## config.mk

```make
export PLATFORM = sky130hd
export DESIGN_NAME = hold_upsampler_one_pole_lowpass
export DESIGN_NICKNAME = d
export VERILOG_FILES = /design/src/hdl/hupl_pkg.sv /design/src/hdl/hupl_ser_mul.sv /design/src/hdl/hold_upsampler_one_pole_lowpass.sv
export SDC_FILE = /design/constraint.sdc
export NUM_CORES = 1
export LEC_CHECK = 0
export BUFFER_PORTS_ARGS = -buffer_cell sky130_fd_sc_hd__buf_2
export CAP_MARGIN = 10
export CORE_AREA = 2 2 193 195
export CTS_BUF_LIST = sky130_fd_sc_hd__clkbuf_4 sky130_fd_sc_hd__clkbuf_8
export DETAILED_ROUTE_END_ITERATION = 7
export DIE_AREA = 0 0 195 197
export HOLD_SLACK_MARGIN = 0.12
export PLACE_DENSITY = 0.73
export SYNTH_ARGS = -nofsm -noshare
export SYNTH_HDL_FRONTEND = slang
export SYNTH_SLANG_ARGS = --single-unit
```

## constraint.sdc

```tcl
create_clock -name i_clk -period 4.6 [get_ports i_clk]
set_clock_uncertainty 0.1 [all_clocks]
set_input_delay 0.23 -clock i_clk [delete_from_list [all_inputs] [get_ports i_clk]]
set_output_delay 0.23 -clock i_clk [all_outputs]
set_load 0.03 [all_outputs]
```

## src/hdl/hupl_pkg.sv

```systemverilog
// Shared types and constants for the hold upsampler with one-pole low-pass.
// No dependencies; used by hupl_ser_mul, the top level and the bench by scoped name.
package hupl_pkg;

    localparam int FRAC_BITS_DEF  = 16;
    localparam int COUNT_BITS_DEF = 24;

    localparam int SAMPLE_W   = 16;
    localparam int RATIO_W    = 16;
    localparam int ALPHA_W    = 17;
    localparam int OCNT_W     = 24;
    localparam int CFG_IDX_W  = 2;
    localparam int CFG_DATA_W = 24;

    localparam int MAX_RESULTS = 64;
    localparam int RES_CNT_W   = 7;
    localparam int ALPHA_ONE   = 65536;

    localparam int MUL_W     = 17;
    localparam int PROD_W    = 35;
    localparam int MUL_CNT_W = 5;

    localparam logic [RATIO_W-1:0] RATIO_RST = 16'd32768;
    localparam logic [ALPHA_W-1:0] ALPHA_RST = 17'd65536;
    localparam logic [OCNT_W-1:0]  OCNT_RST  = 24'd1;

    typedef enum logic [CFG_IDX_W-1:0] {
        CFG_RATIO     = 2'd0,
        CFG_ALPHA     = 2'd1,
        CFG_OUT_COUNT = 2'd2
    } t_cfg_reg;

    typedef enum logic [2:0] {
        ST_IDLE,
        ST_CHECK,
        ST_MUL,
        ST_UPDATE,
        ST_EMIT
    } t_state;

endpackage

```

## src/hdl/hupl_ser_mul.sv

```systemverilog
// Bit-serial signed-by-unsigned multiplier, one multiplier bit per cycle.
// Depends on hupl_pkg for operand and product widths.
module hupl_ser_mul (
    input  logic                                i_clk,
    input  logic                                i_rst_n,
    input  logic                                i_start,
    input  logic signed [hupl_pkg::MUL_W-1:0]   i_mcand,
    input  logic        [hupl_pkg::MUL_W-1:0]   i_mplier,
    output logic                                o_done,
    output logic signed [hupl_pkg::PROD_W-1:0]  o_product
);

    logic                                r_busy;
    logic                                r_done;
    logic [hupl_pkg::MUL_CNT_W-1:0]      r_cnt;
    logic [hupl_pkg::MUL_W:0]            r_hi;
    logic [hupl_pkg::MUL_W-1:0]          r_lo;
    logic [hupl_pkg::MUL_W-1:0]          r_mcand;
    logic [hupl_pkg::MUL_W-1:0]          r_mplier;

    logic [hupl_pkg::MUL_W+1:0]          addend;
    logic [hupl_pkg::MUL_W+1:0]          sum;
    logic [hupl_pkg::MUL_W:0]            n_hi;
    logic [hupl_pkg::MUL_W-1:0]          n_lo;

    always_comb begin
        addend = r_mplier[0] ? {{2{r_mcand[hupl_pkg::MUL_W-1]}}, r_mcand} : '0;
        sum    = {r_hi[hupl_pkg::MUL_W], r_hi} + addend;
        n_hi   = sum[hupl_pkg::MUL_W+1:1];
        n_lo   = {sum[0], r_lo[hupl_pkg::MUL_W-1:1]};
    end

    always_ff @(posedge i_clk) begin
        if (!i_rst_n) begin
            r_busy <= 1'b0;
            r_done <= 1'b0;
            r_cnt  <= '0;
        end else begin
            r_done <= r_busy && (r_cnt == hupl_pkg::MUL_CNT_W'(1));
            if (i_start) begin
                r_busy <= 1'b1;
                r_cnt  <= hupl_pkg::MUL_CNT_W'(hupl_pkg::MUL_W);
            end else if (r_busy) begin
                r_cnt <= r_cnt - hupl_pkg::MUL_CNT_W'(1);
                if (r_cnt == hupl_pkg::MUL_CNT_W'(1)) begin
                    r_busy <= 1'b0;
                end
            end
        end
    end

    always_ff @(posedge i_clk) begin
        if (i_start) begin
            r_hi     <= '0;
            r_lo     <= '0;
            r_mcand  <= i_mcand;
            r_mplier <= i_mplier;
        end else if (r_busy) begin
            r_hi     <= n_hi;
            r_lo     <= n_lo;
            r_mplier <= {1'b0, r_mplier[hupl_pkg::MUL_W-1:1]};
        end
    end

    assign o_done    = r_done;
    assign o_product = {r_hi, r_lo};

endmodule

```

## src/hdl/hold_upsampler_one_pole_lowpass.sv

```systemverilog
// Hold upsampler with one-pole low-pass filter; top level.
// Depends on hupl_pkg and hupl_ser_mul.
// Each input passes through CHECK and, per output, through MUL, UPDATE and EMIT;
// MUL waits for the 17-step bit-serial multiplier and is skipped for the first
// output of a buffer. A new input is taken only in IDLE, after the last output
// of the previous input has been loaded into the output register.
// Reset: synchronous active-low; clears counters, phase, filter state and
// output valid, and loads the register defaults.
module hold_upsampler_one_pole_lowpass #(
    parameter int FRAC_BITS  = hupl_pkg::FRAC_BITS_DEF,
    parameter int COUNT_BITS = hupl_pkg::COUNT_BITS_DEF
) (
    input  logic                               i_clk,
    input  logic                               i_rst_n,
    input  logic                               i_cfg_valid,
    output logic                               o_cfg_ready,
    input  logic [hupl_pkg::CFG_IDX_W-1:0]     i_cfg_index,
    input  logic [hupl_pkg::CFG_DATA_W-1:0]    i_cfg_data,
    input  logic                               s_axis_tvalid,
    output logic                               s_axis_tready,
    input  logic [hupl_pkg::SAMPLE_W-1:0]      s_axis_tdata,  // [15:0] sample_in
    input  logic [0:0]                         s_axis_tuser,  // [0] first_in_buffer
    output logic                               m_axis_tvalid,
    input  logic                               m_axis_tready,
    output logic [hupl_pkg::SAMPLE_W-1:0]      m_axis_tdata,  // [15:0] sample_out
    output logic                               m_axis_tlast,
    output logic [0:0]                         m_axis_tuser   // [0] buffer_done
);

    localparam int PH_W  = COUNT_BITS + FRAC_BITS + 1;
    localparam int INT_W = COUNT_BITS + 1;
    localparam int SW    = hupl_pkg::SAMPLE_W;
    localparam logic [31:0] CNT_MAX = 32'((64'd1 << COUNT_BITS) - 64'd1);

    hupl_pkg::t_state                    r_state;
    hupl_pkg::t_state                    n_state;

    logic [hupl_pkg::RATIO_W-1:0]        r_ratio;
    logic [hupl_pkg::ALPHA_W-1:0]        r_alpha;
    logic [hupl_pkg::OCNT_W-1:0]         r_out_count;

    logic [COUNT_BITS-1:0]               r_in_idx;
    logic [COUNT_BITS-1:0]               r_out_idx;
    logic [PH_W-1:0]                     r_phase;
    logic [hupl_pkg::RES_CNT_W-1:0]      r_n;
    logic [SW-1:0]                       r_prev;
    logic                                r_m_valid;

    logic [SW-1:0]                       r_x;
    logic                                r_use_x;
    logic [SW-1:0]                       r_m_data;
    logic                                r_m_last;
    logic                                r_m_done;

    logic [COUNT_BITS-1:0]               n_in_idx;
    logic [COUNT_BITS-1:0]               n_out_idx;
    logic [PH_W-1:0]                     n_phase;
    logic [hupl_pkg::RES_CNT_W-1:0]      n_n;

    logic                                in_xfer;
    logic                                mul_start;
    logic                                mul_done;
    logic                                load_out;
    logic                                idx_step;
    logic                                out_free;
    logic                                more;
    logic                                buf_done;
    logic                                run_last;

    logic [31:0]                         limit_ext;
    logic [31:0]                         limit_c;
    logic [COUNT_BITS-1:0]               limit;
    logic [INT_W-1:0]                    phase_int;
    logic [INT_W-1:0]                    idx_ext;

    logic [hupl_pkg::ALPHA_W-1:0]        alpha_sat;
    logic signed [hupl_pkg::MUL_W-1:0]   diff;
    logic signed [hupl_pkg::PROD_W-1:0]  product;
    logic [SW+3:0]                       q;
    logic [SW+3:0]                       filt;
    logic                                frac_nz;
    logic [SW-1:0]                       y;

    assign o_cfg_ready = 1'b1;
    assign in_xfer     = s_axis_tvalid && s_axis_tready;
    assign out_free    = !r_m_valid || m_axis_tready;

    always_comb begin
        limit_ext = {{(32 - hupl_pkg::OCNT_W){1'b0}}, r_out_count};
        limit_c   = (limit_ext > CNT_MAX) ? CNT_MAX : limit_ext;
        limit     = limit_c[COUNT_BITS-1:0];
        phase_int = r_phase[PH_W-1:FRAC_BITS];
        idx_ext   = {1'b0, r_in_idx};
        more      = (r_n < hupl_pkg::RES_CNT_W'(hupl_pkg::MAX_RESULTS))
                    && (r_out_idx < limit) && (phase_int <= idx_ext);
        buf_done  = (r_out_idx == limit);
        run_last  = buf_done || (r_n == hupl_pkg::RES_CNT_W'(hupl_pkg::MAX_RESULTS))
                    || (phase_int > idx_ext);
    end

    always_comb begin
        alpha_sat = (r_alpha > hupl_pkg::ALPHA_W'(hupl_pkg::ALPHA_ONE))
                    ? hupl_pkg::ALPHA_W'(hupl_pkg::ALPHA_ONE) : r_alpha;
        diff      = {r_x[SW-1], r_x} - {r_prev[SW-1], r_prev};
        q         = {{4{r_prev[SW-1]}}, r_prev}
                    + {product[hupl_pkg::PROD_W-1], product[hupl_pkg::PROD_W-1:SW]};
        frac_nz   = |product[SW-1:0];
        filt      = q + (SW+4)'(q[SW+3] && frac_nz);
        y         = r_use_x ? r_x : filt[SW-1:0];
    end

    hupl_ser_mul u_mul (
        .i_clk     (i_clk),
        .i_rst_n   (i_rst_n),
        .i_start   (mul_start),
        .i_mcand   (diff),
        .i_mplier  (alpha_sat),
        .o_done    (mul_done),
        .o_product (product)
    );

    always_comb begin
        n_state = r_state;
        unique case (r_state)
            hupl_pkg::ST_IDLE: begin
                if (in_xfer) n_state = hupl_pkg::ST_CHECK;
            end
            hupl_pkg::ST_CHECK: begin
                if (!more) begin
                    n_state = hupl_pkg::ST_IDLE;
                end else if (r_out_idx == '0) begin
                    n_state = hupl_pkg::ST_UPDATE;
                end else begin
                    n_state = hupl_pkg::ST_MUL;
                end
            end
            hupl_pkg::ST_MUL: begin
                if (mul_done) n_state = hupl_pkg::ST_UPDATE;
            end
            hupl_pkg::ST_UPDATE: begin
                n_state = hupl_pkg::ST_EMIT;
            end
            hupl_pkg::ST_EMIT: begin
                if (out_free) n_state = hupl_pkg::ST_CHECK;
            end
            default: begin
                n_state = hupl_pkg::ST_IDLE;
            end
        endcase
    end

    always_comb begin
        s_axis_tready = (r_state == hupl_pkg::ST_IDLE);
        mul_start     = (r_state == hupl_pkg::ST_CHECK) && more && (r_out_idx != '0);
        idx_step      = (r_state == hupl_pkg::ST_CHECK) && !more;
        load_out      = (r_state == hupl_pkg::ST_EMIT) && out_free;
    end

    always_comb begin
        n_in_idx  = r_in_idx;
        n_out_idx = r_out_idx;
        n_phase   = r_phase;
        n_n       = r_n;
        if (in_xfer) begin
            n_n = '0;
            if (s_axis_tuser[0]) begin
                n_in_idx  = '0;
                n_out_idx = '0;
                n_phase   = '0;
            end
        end
        if (idx_step && (r_in_idx != '1)) begin
            n_in_idx = r_in_idx + COUNT_BITS'(1);
        end
        if (r_state == hupl_pkg::ST_UPDATE) begin
            n_phase   = r_phase + PH_W'(r_ratio);
            n_out_idx = r_out_idx + COUNT_BITS'(1);
            n_n       = r_n + hupl_pkg::RES_CNT_W'(1);
        end
    end

    always_ff @(posedge i_clk) begin
        if (!i_rst_n) begin
            r_state     <= hupl_pkg::ST_IDLE;
            r_ratio     <= hupl_pkg::RATIO_RST;
            r_alpha     <= hupl_pkg::ALPHA_RST;
            r_out_count <= hupl_pkg::OCNT_RST;
            r_in_idx    <= '0;
            r_out_idx   <= '0;
            r_phase     <= '0;
            r_n         <= '0;
            r_prev      <= '0;
            r_m_valid   <= 1'b0;
        end else begin
            r_state   <= n_state;
            r_in_idx  <= n_in_idx;
            r_out_idx <= n_out_idx;
            r_phase   <= n_phase;
            r_n       <= n_n;
            if (r_state == hupl_pkg::ST_UPDATE) begin
                r_prev <= y;
            end
            if (load_out) begin
                r_m_valid <= 1'b1;
            end else if (m_axis_tready) begin
                r_m_valid <= 1'b0;
            end
            if (i_cfg_valid && o_cfg_ready) begin
                unique case (hupl_pkg::t_cfg_reg'(i_cfg_index))
                    hupl_pkg::CFG_RATIO:     r_ratio     <= i_cfg_data[hupl_pkg::RATIO_W-1:0];
                    hupl_pkg::CFG_ALPHA:     r_alpha     <= i_cfg_data[hupl_pkg::ALPHA_W-1:0];
                    hupl_pkg::CFG_OUT_COUNT: r_out_count <= i_cfg_data[hupl_pkg::OCNT_W-1:0];
                    default: begin
                    end
                endcase
            end
        end
    end

    always_ff @(posedge i_clk) begin
        if (in_xfer) begin
            r_x <= s_axis_tdata;
        end
        if (r_state == hupl_pkg::ST_CHECK) begin
            r_use_x <= (r_out_idx == '0);
        end
        if (load_out) begin
            r_m_data <= r_prev;
            r_m_last <= run_last;
            r_m_done <= buf_done;
        end
    end

    assign m_axis_tvalid   = r_m_valid;
    assign m_axis_tdata    = r_m_data;
    assign m_axis_tlast    = r_m_last;
    assign m_axis_tuser[0] = r_m_done;

endmodule

```

# ---- Yosys cells after proc, flatten, opt, wreduce, memory -nomap -nowiden
# Cells that the tools add are included.
dict set report op_classes {
  n_lt_le_gt_ge 5
  div 0
  n_addsub 9
  eq_ne 13
  n_shift 0
  bitwise 1
  n_reduce_logical 33
  mul 0
  mux 27
}
# cell count
set op_table {}
lappend op_table {{$mux W41} 3}
lappend op_table {{$mux W24} 4}
lappend op_table {{$mux W17} 3}
lappend op_table {{$add A24 B1 Y24 const B} 2}
lappend op_table {{$add A41 B16 Y41} 1}
lappend op_table {{$gt A25 B24 Y1} 1}
lappend op_table {{$le A25 B24 Y1} 1}
lappend op_table {{$eq A24 B24 Y1} 1}
lappend op_table {{$logic_not A24 Y1} 1}
lappend op_table {{$lt A24 B24 Y1} 1}
lappend op_table {{$ne A24 B24 Y1 const B} 1}
lappend op_table {{$reduce_bool A24 Y1} 1}
lappend op_table {{$add A16 B19 Y20} 1}
lappend op_table {{$add A19 B19 Y19} 1}
lappend op_table {{$mux W19} 1}
lappend op_table {{$gt A17 B17 Y1 const B} 1}
lappend op_table {{$sub A16 B16 Y17} 1}
lappend op_table {{$add A16 B1 Y16} 1}
lappend op_table {{$mux W16} 1}
lappend op_table {{$reduce_or A16 Y1} 1}
lappend op_table {{$pmux W3 S5} 1}
lappend op_table {{$mux W7} 2}
lappend op_table {{$reduce_bool A2 Y1} 6}
lappend op_table {{$logic_and A1 B1 Y1} 10}
lappend op_table {{other kinds (24)} 41}
dict set report totals {
  latch_bits 0
  mem_bits_ro 0
  regBits 284
  mem_bits_rw 0
  wordCells 111
  memories 0
  output_inout_bits 21
}

# ---- Longest topological paths before layout
dict set report depth {
  ltp_word 8
  depth_mapped 18
  mapped_depth_nobuf 18
}

# ---- Modules after synthesis
# Synthesis repeated with hierarchy kept, for this count alone.
dict set report hier_totals {
  hier_cells 1881
  area_unflattened_um2 16280.6
}
# module cells_per_inst n_inst area_per_inst_um2
set modules_own_cells {}
lappend modules_own_cells {hold_upsampler_one_pole_lowpass 1531 1 12528.3}
lappend modules_own_cells {hupl_ser_mul 350 1 3752.3}

# ---- Least setup slack after synthesis
# No wires, ideal clock.
dict set report synth_timing {
  kind {reg-to-reg}
  start {register r_prev[4]}
  end {register r_prev[10]}
  path_buffers 0
  path_stages_with_launch 19
  setup_slack_ns 0.897
  synth_period_minus_slack_ns 3.703
  arrival_time_ns 3.471
  required_ns 4.368
  cell_sequence {dfxtp_1 -> ha_1 -> or3_1 -> a21oi_1 -> o31ai_1 -> a211o_1 -> o21ai_0 -> nor2_1 -> o21a_1 -> o21ai_0 -> a41o_1 -> ha_1 -> ha_1 -> nand4_1 -> or3_1 -> nor2_1 -> xnor2_1 -> o211ai_1 -> a21oi_1}
}
dict set report synth_between {
  elab_chain_cells 4
}
# item line
set synth_lines {}
lappend synth_lines {{from (decl)} hold_upsampler_one_pole_lowpass.sv:46} ;# logic [SW-1:0] r_prev;
lappend synth_lines {{from (signal assigned)} hold_upsampler_one_pole_lowpass.sv:201} ;# r_prev <= y;
lappend synth_lines {{$add A16 B19 Y20 *} hold_upsampler_one_pole_lowpass.sv:106} ;# + {product[hupl_pkg::PROD_W-1], product[hupl_pkg::PROD_W-1:SW]};
lappend synth_lines {{$logic_and A1 B1 Y1} hold_upsampler_one_pole_lowpass.sv:108} ;# filt = q + (SW+4)'(q[SW+3] && frac_nz);
lappend synth_lines {{$add A16 B1 Y16 *} hold_upsampler_one_pole_lowpass.sv:108}
lappend synth_lines {{$mux W16 *} hold_upsampler_one_pole_lowpass.sv:109} ;# y = r_use_x ? r_x : filt[SW-1:0];
# Mark *: on every way between the ends. The rest lies on a longest branch, timed or not.
# A chain may end at the register's enable or synchronous reset.

# ---- Worst setup path in the final report
# Same ends and word-level chain as after synthesis.

==> flow_metrics.env <==
export IMPL_status="completed"
export IMPL_crit_chain="ha_1 -> or3_1 -> a21oi_1 -> o31ai_1 -> a211o_1 -> o21ai_0 -> nor2_1 -> o21a_1 -> o21ai_0 -> a41o_1 -> ha_1 -> ha_1 -> nand4_1 -> or3_1 -> nor2_1 -> xnor2_1 -> o211ai_1 -> a21oi_1"
export IMPL_cts_resized=0
export IMPL_multi_input_area_um2=8990
export IMPL_slowest_stage="or3_1"
export IMPL_seqCellArea_um2=6380
export IMPL_final_nets=2121
export IMPL_clock_sinks=284
export IMPL_power_w=0.00622
export IMPL_fp_dieH_um=197
export IMPL_post_cts_buffers=0
export IMPL_maxCapViolCount=0
export IMPL_port_buffers=67
export IMPL_drt_iter0_markers=804
export IMPL_routabilityCongestion=0.949
export IMPL_first_pass_iters=6
export IMPL_yosysWarnings=0
export IMPL_grt_overflow_total=0
export IMPL_grt_max_degree=79
export IMPL_vdd_drop_max_mv=0.220
export IMPL_critical_path_top_delay_family="compound AO/OA/AOI/OAI gates"
export IMPL_ant_nets=0
export IMPL_crit_required_ns=4.96
export IMPL_grtUsageTotal_pct=20.7
export IMPL_max_freq_mhz=240
export IMPL_synth_seq_cells=284
export IMPL_leakagePower_nw=7.27
export IMPL_htreeDepth=2
export IMPL_synth_area_um2=16100
export IMPL_hpwlAfterDp_mm=28.3
export IMPL_period_share_pct=90.5
export IMPL_drc=0
export IMPL_via_count=13823
export IMPL_wl_per_cell_um=16.7
export IMPL_synth_flop_cell="dfxtp_1"
export IMPL_end_kind="flip-flop"
export IMPL_antenna_found_initial=0
export IMPL_synthCells=1841
export IMPL_cp_start_kind="flip-flop"
export IMPL_syn_avg_cell_area_um2=8.76
export IMPL_crit_type="flip-flop to flip-flop"
export IMPL_synth_edf_count=69
export IMPL_drive_gt1_share_pct=11.2
export IMPL_die_w_um=195
export IMPL_cts_tree="built"
export IMPL_vias_per_cell=5.66
export IMPL_clk_pin_slew_ns=0.06
export IMPL_wl_mm=40.9
export IMPL_area_growth_pct=13.7
export IMPL_grt_pass1_wl_mm=65.3
export IMPL_dieArea_um2=38400
export IMPL_worst_ep_arrival_time_ns=4.52
export IMPL_cts_buffers=48
export IMPL_n_fill_cell=3341
export IMPL_ys_types=95
export IMPL_io_pins=69
export IMPL_hold_violations=0
export IMPL_final_max_slew_viol_count=0
export IMPL_tns_ns=0
export IMPL_start_util_pct=44.5
export IMPL_synth_nets=2019
export IMPL_layout_min_cycle_time_ns=4.16
export IMPL_cpPeakStageDelay_ns=0.46
export IMPL_num_antenna_cells=0
export IMPL_grt_pass1_vias=13222
export IMPL_synth_seq_area_share_pct=39.5
export IMPL_cts_buffer_depth=3
export IMPL_cellPowerDensity_nw_per_um2=339
export IMPL_slew_headroom_pct=36.4
export IMPL_root_buffer="clkbuf_8"
export IMPL_async_flop_share_pct=0
export IMPL_path_buf_inv=0
export IMPL_clkLatencyLatePin_ns=0.60
export IMPL_setup_viol=0
export IMPL_cp_common_cell="ha_1"
export IMPL_worstMarginPinSlew_ns=0.954
export IMPL_core_area_um2=36300
export IMPL_hold_path_class="input port to flip-flop"
export IMPL_rows=70
export IMPL_rsz0062_at_grt="false"
export IMPL_crit_fanout=6
-- cells in the mapped netlist (44+ instances only) --
library cell,instances,share of area (%)
a21oi_1,154,4.8
clkbuf_1,55,1.3
dfxtp_1,215,27
edfxtp_1,69,13
ha_1,126,9.8
inv_1,117,2.7
mux2i_1,44,2.7
nand2_1,230,5.4
nand3_1,99,3.1
nor2_1,123,2.9
o21ai_0,45,1.4
xnor2_1,48,2.6
-- path summary, 6_finish.rpt --
check	startpoint	end	slack [ns]	cells after the start
min reg2reg	limit[15]$_SDFFE_PN0P_	limit[15]$_SDFFE_PN0P_	0.36	2
min	s_axis_tdata[15]	r_x[15]$_DFFE_PP_	0.25	2
max	r_prev[4]$_SDFFE_PN0P_	r_prev[10]$_SDFFE_PN0P_	0.44	18
max reg2reg	r_prev[4]$_SDFFE_PN0P_	r_prev[10]$_SDFFE_PN0P_	0.44	18
-- where the power goes --
group / total (W) / internal (W) / switching, W
clock network: 0.00235 / 0.00130 / 0.00105
logic: 0.00109 / 0.000446 / 0.000640
registers: 0.00278 / 0.00268 / 0.000105
total: 0.00622 / 0.00443 / 0.00179
-- cells by family after synthesis --
family / share of synthesized area [%]
AO/OA/AOI/OAI: 16.3
XOR/XNOR: 4.07
adder cells (fa/ha/maj): 10.3
buffers and inverters: 4.81
flip-flops: 39.5
multiplexers: 3.57
other: 0.0232
AND/OR/NAND/NOR: 21.4
-- layout make-up --
type                       instances  share of cell area (%)
clock inverter                     5                   0.259
tap                              468                    3.19
timing repair buffer             130                    5.20
multi-input combinational       1361                    49.0
clock buffer                      78                    5.17
sequential                       284                    34.8
inverter                         118                    2.43
-- routing by layer --
metal	up-vias	part of all wire, %	track usage (%)
li1	6770	-	-
met1	6605	44	25.6
met2	370	48	36.2
met3	78	5.5	3.64
met4	0	2.5	7.55
met5	-	0	0
-- state kept, by name (all words and copies together), names as in the netlist, 17 cells and up --
name / cells
r_out_idx: 24
u_mul.r_lo: 17
limit: 24
r_phase: 41
u_mul.r_mplier: 17
r_in_idx: 24
u_mul.r_hi: 18
r_alpha: 17
u_mul.r_mcand: 17
-- cell usage in the layout, fill, tap and decap left out, types with 17 or more instances in the layout --
cell type and n:
a21o_1 29, xor2_1 27, nor2b_1 23, and3_1 24
nand2_1 230, edfxtp_1 69, nand4_1 29, clkbuf_4 20
dfxtp_1 214, o21a_1 21, mux2i_1 44, a21oi_1 153
ha_1 126, buf_2 67, o21ai_1 19, inv_1 116
nor3_1 26, o21ai_0 45, xnor2_1 48, and2_1 30
clkbuf_8 58, nor2_1 123, nand3_1 99, a31oi_1 17
dlygate4sd3_1 50
-- through the flow --
step	utilization [%]	instance area, um2	hold slack, ns	worst slack [ns]	instances
6_report	50.6	18400	0.248	0.437	2444
5_1_grt	50.6	18400	0.239	0.0863	2444
4_1_cts	50.6	18300	0.229	0.409	2443
3_5_place_dp	46.4	16800	0.311	0.421	2310
3_3_place_gp	46.4	16800	0.311	0.474	2310
2_1_floorplan	-	16100	0.229	0.897	1841
-- repair_timing --
action / CTS / global route
setup endpoints to repair: 0 / 0
endpoints found under the hold margin: 123 / 0
hold buffers: 50 / 0
No activity file was read; power rests on OpenSTA's default activity.
